===== src/srsu_pkg.sv =====
// ----------------------------------------------------------------------------
// srsu_pkg
// shared types and codes of the shift/rotate unit pipeline
// ----------------------------------------------------------------------------
`timescale 1ns / 1ps
`default_nettype none

package srsu_pkg;

   // shift kinds
   localparam logic [1:0] MODE_ARITH  = 2'd0;
   localparam logic [1:0] MODE_ROTATE = 2'd1;
   localparam logic [1:0] MODE_ZERO   = 2'd2;
   localparam logic [1:0] MODE_LINK   = 2'd3;

   // operand selects
   localparam logic [1:0] TGT_T    = 2'd0;
   localparam logic [1:0] TGT_D    = 2'd1;
   localparam logic [1:0] TGT_A    = 2'd2;
   localparam logic [1:0] TGT_PAIR = 2'd3;

   localparam int unsigned REQ_DATA_W = 64;
   localparam int unsigned RSP_DATA_W = 56;

   // link bit on top, operand window below
   localparam int unsigned WORD_W = 65;

   typedef struct packed {
      logic                vld;
      logic                right;
      logic [1:0]          target;
      logic [4:0]          steps;
      logic [WORD_W-1:0]   word;
      logic [15:0]         reg_t;
      logic [15:0]         reg_d;
      logic [15:0]         reg_a;
   } stage_type;

endpackage

`default_nettype wire


===== src/register_shift_rotate_unit_core.sv =====
// ----------------------------------------------------------------------------
// register_shift_rotate_unit_core
// shift/rotate unit with link bit for the T, D, A registers and the A:D pair
// ----------------------------------------------------------------------------
// one shift word in and one result word out per cycle while rsp is not
// stalled; the stages are operand decode, barrel stages for 16/8 and 4/2/1,
// and the output register. the whole pipeline advances whenever the output
// register is empty or being taken, so a stall on rsp holds every stage
// ----------------------------------------------------------------------------
`timescale 1ns / 1ps
`default_nettype none

module register_shift_rotate_unit_core (
   input  wire logic                              clock,
   input  wire logic                              reset,
   input  wire logic                              req_tvalid,
   output logic                                   req_tready,
   // mode[1:0] target[3:2] count[9:4] reg_t_in[25:10] reg_d_in[41:26]
   // reg_a_in[57:42] link_in[58]
   input  wire logic [srsu_pkg::REQ_DATA_W-1:0]   req_tdata,
   output logic                                   rsp_tvalid,
   input  wire logic                              rsp_tready,
   // reg_t_out[15:0] reg_d_out[31:16] reg_a_out[47:32] link_out[48]
   output logic [srsu_pkg::RSP_DATA_W-1:0]        rsp_tdata
);

   logic                en;
   srsu_pkg::stage_type dec_q;
   srsu_pkg::stage_type mid_q;
   srsu_pkg::stage_type shf_q;

   assign en         = !rsp_tvalid || rsp_tready;
   assign req_tready = en;

   srsu_decode u_decode (
      .clock   (clock),
      .reset   (reset),
      .en      (en),
      .in_vld  (req_tvalid),
      .in_data (req_tdata),
      .out_q   (dec_q)
   );

   srsu_shifter u_shifter (
      .clock (clock),
      .reset (reset),
      .en    (en),
      .in_q  (dec_q),
      .mid_q (mid_q),
      .out_q (shf_q)
   );

   srsu_pack u_pack (
      .clock    (clock),
      .reset    (reset),
      .en       (en),
      .in_q     (shf_q),
      .out_vld  (rsp_tvalid),
      .out_data (rsp_tdata)
   );

   // no word leaves right after reset
   a_reset_empty: assert property (@(posedge clock) reset |=> !rsp_tvalid)
      else $error("result valid right after reset");

   // a held result freezes the shifter stages
   a_stall_hold: assert property (@(posedge clock) disable iff (reset)
      (rsp_tvalid && !rsp_tready) |=> ($stable(shf_q) && $stable(mid_q)))
      else $error("pipeline moved during stall");

   // zero steps pass every register through unchanged
   a_zero_pass: assert property (@(posedge clock) disable iff (reset)
      (en && shf_q.vld && shf_q.steps == 5'd0) |=>
      (rsp_tdata[15:0] == $past(shf_q.reg_t) && rsp_tdata[31:16] == $past(shf_q.reg_d)
       && rsp_tdata[47:32] == $past(shf_q.reg_a)))
      else $error("zero step shift changed a register");

endmodule

`default_nettype wire


===== src/srsu_decode.sv =====
// ----------------------------------------------------------------------------
// srsu_decode
// input stage: picks the operand, builds the fill window and the step count
// ----------------------------------------------------------------------------
`timescale 1ns / 1ps
`default_nettype none

module srsu_decode (
   input  wire logic                              clock,
   input  wire logic                              reset,
   input  wire logic                              en,
   input  wire logic                              in_vld,
   input  wire logic [srsu_pkg::REQ_DATA_W-1:0]   in_data,
   output srsu_pkg::stage_type                    out_q
);

   srsu_pkg::stage_type stage_ff, stage_in;

   logic [1:0]  mode;
   logic [1:0]  target;
   logic [5:0]  count;
   logic [5:0]  count_neg;
   logic [15:0] reg_t, reg_d, reg_a;
   logic        link;
   logic        right;
   logic        wide;
   logic        rotate;
   logic        sign;
   logic        fill;
   logic [15:0] v16;
   logic [31:0] v32;
   logic [31:0] f32;
   logic [47:0] f48;
   logic [63:0] win_left;
   logic [63:0] win_right;
   logic [63:0] win_right_rev;

   always_comb begin
      mode      = in_data[1:0];
      target    = in_data[3:2];
      count     = in_data[9:4];
      reg_t     = in_data[25:10];
      reg_d     = in_data[41:26];
      reg_a     = in_data[57:42];
      link      = in_data[58];
      right     = count[5];
      count_neg = 6'd0 - count;
      wide      = (target == srsu_pkg::TGT_PAIR);
      rotate    = (mode == srsu_pkg::MODE_ROTATE);

      unique case (target)
         srsu_pkg::TGT_T: v16 = reg_t;
         srsu_pkg::TGT_D: v16 = reg_d;
         srsu_pkg::TGT_A: v16 = reg_a;
         default:         v16 = reg_a;
      endcase
      v32  = {reg_a, reg_d};
      sign = wide ? reg_a[15] : v16[15];

      unique case (mode)
         srsu_pkg::MODE_ARITH:  fill = right & sign;
         srsu_pkg::MODE_ROTATE: fill = 1'b0;
         srsu_pkg::MODE_ZERO:   fill = 1'b0;
         srsu_pkg::MODE_LINK:   fill = link;
         default:               fill = 1'b0;
      endcase

      f48 = rotate ? {v16, v16, v16} : {48{fill}};
      f32 = rotate ? v32 : {32{fill}};

      // left: operand top-aligned; right: operand bottom-aligned, then mirrored
      win_left  = wide ? {v32, f32} : {v16, f48};
      win_right = wide ? {f32, v32} : {f48, v16};
      for (int i = 0; i < 64; i++) begin
         win_right_rev[i] = win_right[63-i];
      end

      stage_in.vld    = in_vld;
      stage_in.right  = right;
      stage_in.target = target;
      stage_in.steps  = right ? count_neg[4:0] : count[4:0];
      stage_in.word   = right ? {link, win_right_rev} : {link, win_left};
      stage_in.reg_t  = reg_t;
      stage_in.reg_d  = reg_d;
      stage_in.reg_a  = reg_a;
   end

   always_ff @(posedge clock) begin
      if (reset) begin
         stage_ff.vld <= 1'b0;
      end else if (en) begin
         stage_ff.vld <= stage_in.vld;
      end
      if (en) begin
         stage_ff.right  <= stage_in.right;
         stage_ff.target <= stage_in.target;
         stage_ff.steps  <= stage_in.steps;
         stage_ff.word   <= stage_in.word;
         stage_ff.reg_t  <= stage_in.reg_t;
         stage_ff.reg_d  <= stage_in.reg_d;
         stage_ff.reg_a  <= stage_in.reg_a;
      end
   end

   assign out_q = stage_ff;

endmodule

`default_nettype wire


===== src/srsu_shifter.sv =====
// ----------------------------------------------------------------------------
// srsu_shifter
// two-stage barrel shifter: 16 and 8 in the first stage, 4, 2 and 1 next
// ----------------------------------------------------------------------------
`timescale 1ns / 1ps
`default_nettype none

module srsu_shifter (
   input  wire logic           clock,
   input  wire logic           reset,
   input  wire logic           en,
   input  srsu_pkg::stage_type in_q,
   output srsu_pkg::stage_type mid_q,
   output srsu_pkg::stage_type out_q
);

   srsu_pkg::stage_type hi_ff, hi_in;
   srsu_pkg::stage_type lo_ff, lo_in;

   logic [srsu_pkg::WORD_W-1:0] w16, w8, w4, w2, w1;

   always_comb begin
      w16   = in_q.steps[4] ? (in_q.word << 16) : in_q.word;
      w8    = in_q.steps[3] ? (w16 << 8) : w16;
      hi_in = in_q;
      hi_in.word = w8;
   end

   always_comb begin
      w4    = hi_ff.steps[2] ? (hi_ff.word << 4) : hi_ff.word;
      w2    = hi_ff.steps[1] ? (w4 << 2) : w4;
      w1    = hi_ff.steps[0] ? (w2 << 1) : w2;
      lo_in = hi_ff;
      lo_in.word = w1;
   end

   always_ff @(posedge clock) begin
      if (reset) begin
         hi_ff.vld <= 1'b0;
         lo_ff.vld <= 1'b0;
      end else if (en) begin
         hi_ff.vld <= hi_in.vld;
         lo_ff.vld <= lo_in.vld;
      end
      if (en) begin
         hi_ff.right  <= hi_in.right;
         hi_ff.target <= hi_in.target;
         hi_ff.steps  <= hi_in.steps;
         hi_ff.word   <= hi_in.word;
         hi_ff.reg_t  <= hi_in.reg_t;
         hi_ff.reg_d  <= hi_in.reg_d;
         hi_ff.reg_a  <= hi_in.reg_a;
         lo_ff.right  <= lo_in.right;
         lo_ff.target <= lo_in.target;
         lo_ff.steps  <= lo_in.steps;
         lo_ff.word   <= lo_in.word;
         lo_ff.reg_t  <= lo_in.reg_t;
         lo_ff.reg_d  <= lo_in.reg_d;
         lo_ff.reg_a  <= lo_in.reg_a;
      end
   end

   assign mid_q = hi_ff;
   assign out_q = lo_ff;

endmodule

`default_nettype wire


===== src/srsu_pack.sv =====
// ----------------------------------------------------------------------------
// srsu_pack
// output stage: unmirrors right shifts and merges the result into the word
// ----------------------------------------------------------------------------
`timescale 1ns / 1ps
`default_nettype none

module srsu_pack (
   input  wire logic                              clock,
   input  wire logic                              reset,
   input  wire logic                              en,
   input  srsu_pkg::stage_type                    in_q,
   output logic                                   out_vld,
   output logic [srsu_pkg::RSP_DATA_W-1:0]        out_data
);

   logic                              vld_ff;
   logic [srsu_pkg::RSP_DATA_W-1:0]   data_ff, data_in;

   logic [31:0] top32, rev32, val32;
   logic [15:0] top16, rev16, val16;
   logic [15:0] new_t, new_d, new_a;

   always_comb begin
      top32 = in_q.word[63:32];
      top16 = in_q.word[63:48];
      for (int i = 0; i < 32; i++) begin
         rev32[i] = top32[31-i];
      end
      for (int i = 0; i < 16; i++) begin
         rev16[i] = top16[15-i];
      end
      val32 = in_q.right ? rev32 : top32;
      val16 = in_q.right ? rev16 : top16;

      new_t = in_q.reg_t;
      new_d = in_q.reg_d;
      new_a = in_q.reg_a;
      unique case (in_q.target)
         srsu_pkg::TGT_T: new_t = val16;
         srsu_pkg::TGT_D: new_d = val16;
         srsu_pkg::TGT_A: new_a = val16;
         srsu_pkg::TGT_PAIR: begin
            new_a = val32[31:16];
            new_d = val32[15:0];
         end
         default: new_t = in_q.reg_t;
      endcase

      data_in = {7'd0, in_q.word[64], new_a, new_d, new_t};
   end

   always_ff @(posedge clock) begin
      if (reset) begin
         vld_ff <= 1'b0;
      end else if (en) begin
         vld_ff <= in_q.vld;
      end
      if (en) begin
         data_ff <= data_in;
      end
   end

   assign out_vld  = vld_ff;
   assign out_data = data_ff;

endmodule

`default_nettype wire

===== config.mk =====
export PLATFORM = sky130hd
export DESIGN_NAME = register_shift_rotate_unit_core
export DESIGN_NICKNAME = d
export VERILOG_FILES = /design/src/srsu_pkg.sv /design/src/register_shift_rotate_unit_core.sv /design/src/srsu_decode.sv /design/src/srsu_shifter.sv /design/src/srsu_pack.sv
export SDC_FILE = /design/constraint.sdc
export NUM_CORES = 1
export LEC_CHECK = 0
export ABC_AREA = 1
export BUFFER_PORTS_ARGS = -buffer_cell sky130_fd_sc_hd__buf_2
export CAP_MARGIN = 30
export CORE_MARGIN = 2
export CORE_UTILIZATION = 57
export DETAILED_ROUTE_END_ITERATION = 8
export GPL_ROUTABILITY_DRIVEN = 0
export PLACE_DENSITY_LB_ADDON = 0.12
export SYNTH_ARGS = -nofsm -noshare
export SYNTH_HDL_FRONTEND = slang
export SYNTH_SLANG_ARGS = --single-unit

===== constraint.sdc =====
create_clock -name clock -period 17.5 [get_ports clock]
set_clock_uncertainty 0.2 [all_clocks]
set_input_delay 2.625 -clock clock [delete_from_list [all_inputs] [get_ports clock]]
set_output_delay 2.625 -clock clock [all_outputs]
set_load 0.005 [all_outputs]

# After elaboration in Yosys (flattened, before gate mapping)

Index checks and enable logic that the tools add are counted.

Input port bits: 68
Output and inout bits: 58
Flip-flop bits (word level): 408
Logic and storage cells: 60

Reductions and logical operators: 5
Add/sub/neg operators: 1
Bitwise gates (word level): 1
Eq/ne operators: 8
Multiplexer cells: 19

Operators by type and width:

| kind                                             | count |
|---|---|
| two-way mux 65 bit                               | 5 |
| two-way mux 64 bit                               | 3 |
| one-hot mux 16 bit (2 select lines)              | 3 |
| two-way mux 32 bit                               | 2 |
| two-way mux 48 bit                               | 1 |
| two-way mux 16 bit                               | 2 |
| == test 2 bit (second input constant)            | 5 |
| == test 2 x 1 -> 1 bit (second input constant)   | 3 |
| zero test 2 bit                                  | 3 |
| two-way mux 5 bit                                | 1 |
| subtractor 1 x 5 -> 5 bit (first input constant) | 1 |
| one-hot mux 1 bit (3 select lines)               | 1 |
| AND 1 bit                                        | 1 |
| zero test 1 bit                                  | 1 |
| logical OR 1 bit                                 | 1 |
| two-way mux 1 bit                                | 1 |

# Depth between registers and ports, before layout

Depth in word-level cells: 8
Gate-level depth with buffers: 11

# By module

A second synthesis with hierarchy kept.

Cell total of the unflattened synthesis: 1971
Area, all modules: 19647.6 um2

By module, submodules not included:

| module                          | times used | seq. area each (um2) | cells each | area each (um2) |
|---|---|---|---|---|
| srsu_shifter                    | 1          | 7307.0               | 1002       | 10866.7 |
| srsu_decode                     | 1          | 3653.5               | 591        | 5866.9 |
| srsu_pack                       | 1          | 1491.4               | 376        | 2906.5 |
| register_shift_rotate_unit_core | 1          | 0.0                  | 2          | 7.5 |

# Worst setup path after synthesis

No wires, ideal clock.

Path kind: input to output
Start point: input port rsp_tready
End point: output port req_tready
Arrival time: 9478 ps
Stages: 2
Setup slack: 5197 ps
Required time: 14675 ps
Cell sequence: nor2_1 > inv_1

Word-level cells in the longest chain between the ends: 1

Ends and longest elaborated chain:

| item               | line                                  | text |
|---|---|---|
| start: declaration | register_shift_rotate_unit_core.sv:22 | `input wire logic rsp_tready,` |
| logical OR 1 bit   | register_shift_rotate_unit_core.sv:32 | `assign en = !rsp_tvalid \|\| rsp_tready;` |
| end: declaration   | register_shift_rotate_unit_core.sv:17 | `output logic req_tready,` |

Every way passes these cells.

# Final worst setup path

Ends and elaborated chain as after synthesis.

==> metrics.txt <==
outcome finished, final reports clean; vias in the first global route 10200; global-route wire length before repair 57600 um; Synth top area share 0.652; Crit Path Max Fanout 76; post-route ant nets 0; CTS root buf clkbuf_16; fraction of registers with async set/reset 0; Post-Syn Area 16000 um2; worst skew pair latency 0.52 ns; DRT Wirelength 37800 um; Sink Count 351; CTS buffer count 38; Switching Power 0.587 mW; Die Wd 171 um; cells on worst reg2reg path 5; Highest Clock Rate 0.151 GHz; clk buf depth 3; Post-Syn Instances 1506; Least-Margin Pin Slew 1.09 ns; switching share of power 0.265; Pre-antenna DRT Iters 7; DRT iter0 DRCs 1436; final setup TNS 0 ns; antenna violations before repair 0; final setup fails 0; grt ovf 0; CP endpoint kind output pin; pin count of the biggest net entering global routing 199; WP data required 14.68 ns; critical path launch point rsp_tready; NumNets Final 1652; MaxCap Viol Count 0; Post-route DRC 0; vias per cell 5.74; CORE AREA 27700 um2; RSZ-0062 raised after global routing false; Post-synth top cells 518 x nand2_1, 347 x edfxtp_1, 175 x nand3_1; All-Layer GR Usage 0.263; # rows 61; Post-CTS Resized 0; fill count 2174; post-synthesis cell type count 32; most common cell in the netlist nand2_1; I/O Buffers 113; CTS tree yes; combinational share of power 0.154; CP Class in2out; layout cell share with drive strength beyond 1 0.131; Max-slew headroom 0.276; Die Y-Extent 171 um; area of the die 29400 um2; # hold bufs at CTS 0; Synth area leader edfxtp_1; R2R setup slack 14.82 ns; Hold Fails Final Rpt 0; fin crit share 0.379; Static Leakage 7.62 nW; P&R area growth vs syn 12.3%; HP Class reg2reg; drt wl/cell 19.0 um; clock power share 0.343; Critical Path Source Type input pin; total power 2.22 mW; reg2reg start u_shifter.mid_q[115]$_DFFE_PP_; Synth Flop Type edfxtp_1; Int Power 1.63 mW; I/O pin total 126; Synth Register Bits 351; reg2reg end u_shifter.out_q[86]$_DFFE_PP_; sequential cell area fraction in the yosys report 0.657; number of synthesized flops with an enable pin 347; initial core utilization 0.577; Tmin final 6.64 ns; average size of a mapped cell 10.6 um2; DR vias 11400; share of total power in sequential cells 0.503; Slew Viols, Final 0; CP Capture Point req_tready; top post-synthesis cells by area edfxtp_1 65%, nand2_1 12%, nand3_1 5.5%, mux2i_1 2.8%, o21ai_0 2.6%; PwrDens 123 nW/um2; CTS H-tree depth 2; Post-CTS Setup Bufs 0; worst path arrival time 3.81 ns; clock slew at reported path FFs 0.05 ns; DP HPWL 26100 um; total number of yosys warnings 0; peak supply drop 77.9 uV
-- cell usage in the layout, fill, tap and decap left out, types with 3 or more instances in the layout --
cell	count
a21oi_1	59
a31oi_1	32
buf_2	113
buf_4	13
bufinv_16	3
clkbuf_1	8
clkbuf_16	39
clkinv_1	7
clkinv_2	8
conb_1	7
dfxtp_1	4
edfxtp_1	347
inv_1	49
mux2i_1	45
nand2_1	517
nand2_2	3
nand3_1	175
nor2_1	46
o211ai_1	11
o211ai_2	13
o21ai_0	84
-- area by class of cell --
type                            count  area [um2]  area share
Antenna cell                        1        2.50    0.000139
Multi-Input combinational cell   1008        4820       0.268
Clock buffer                       47        1010      0.0561
Clock inverter                     18         181      0.0101
Timing Repair Buffer              130         753      0.0420
Tap cell                          378         473      0.0264
Sequential cell                   351       10500       0.585
Inverter                           54         213      0.0119
-- registers in the layout (all words and copies together) (netlist names) --
register / flops
u_decode.out_q: 121
u_shifter.mid_q: 95
u_shifter.out_q: 85
u_pack.out_data: 49
u_pack.out_vld: 1
-- worst max-delay path: stages --
cell	delay (ns)
buf_2	0.09
nor2_1	0.46
inv_8	0.29
buf_2	0.25
-- cell families after synthesis --
logic type               after synthesis  share of synthesized area
AO/OA/AOI/OAI                        202                     0.0742
buffers and inverters                153                     0.0438
multiplexers                          46                     0.0289
AND/OR/NAND/NOR                      749                      0.194
XOR/XNOR                               3                    0.00164
flip-flops                           351                      0.657
other                                  1                   0.000235
adder cells (fa/ha/maj)                1                   0.000783
-- stage by stage --
| stage | cells | utilization | setup slack [ns] | hold WS, ns | area (um2) |
|---|---|---|---|---|---|
| floorplan | 1512 | - | 5.20 | 0.200 | 16000 |
| global placement | 1918 | 0.602 | 10.92 | 0.202 | 16700 |
| detailed placement | 1921 | 0.605 | 10.86 | 0.205 | 16800 |
| CTS | 1986 | 0.648 | 10.87 | 0.218 | 17900 |
| global route | 1986 | 0.648 | 10.75 | 0.220 | 17900 |
| finish | 1987 | 0.648 | 10.86 | 0.216 | 17900 |
-- layer usage --
metal,GRT usage,vias to the layer above,wire (um)
met5,0,-,0
met4,0.109,0,1690
met3,0.0373,89,3150
met2,0.409,589,17300
met1,0.375,5302,15600
li1,-,5420,-
-- how the worst min path moves through the flow --
stage,slack [ns],to,start,cells after the start
finish,0.22,u_pack.out_data[48]$_DFFE_PP_,u_shifter.out_q[112]$_DFFE_PP_,0
floorplan,0.20,u_pack.out_data[48]$_DFFE_PP_,u_shifter.out_q[112]$_DFFE_PP_,0
global placement,0.20,u_shifter.out_q[47]$_DFFE_PP_,u_shifter.mid_q[47]$_DFFE_PP_,0
detailed placement,0.20,u_pack.out_data[48]$_DFFE_PP_,u_shifter.out_q[112]$_DFFE_PP_,0
global route,0.22,u_shifter.mid_q[21]$_DFFE_PP_,u_decode.out_q[21]$_DFFE_PP_,0
CTS,0.22,u_pack.out_data[48]$_DFFE_PP_,u_shifter.out_q[112]$_DFFE_PP_,0
-- power by group through the flow --
stage               combinational, mW  sequential (mW)  clock, mW
global route                    0.380             1.12      0.807
CTS                             0.337             1.11      0.772
floorplan                       0.224             1.11          0
global placement                0.322             1.13          0
detailed placement              0.335             1.13          0
finish                          0.341             1.11      0.760
No activity file was read; power rests on OpenSTA's default activity.
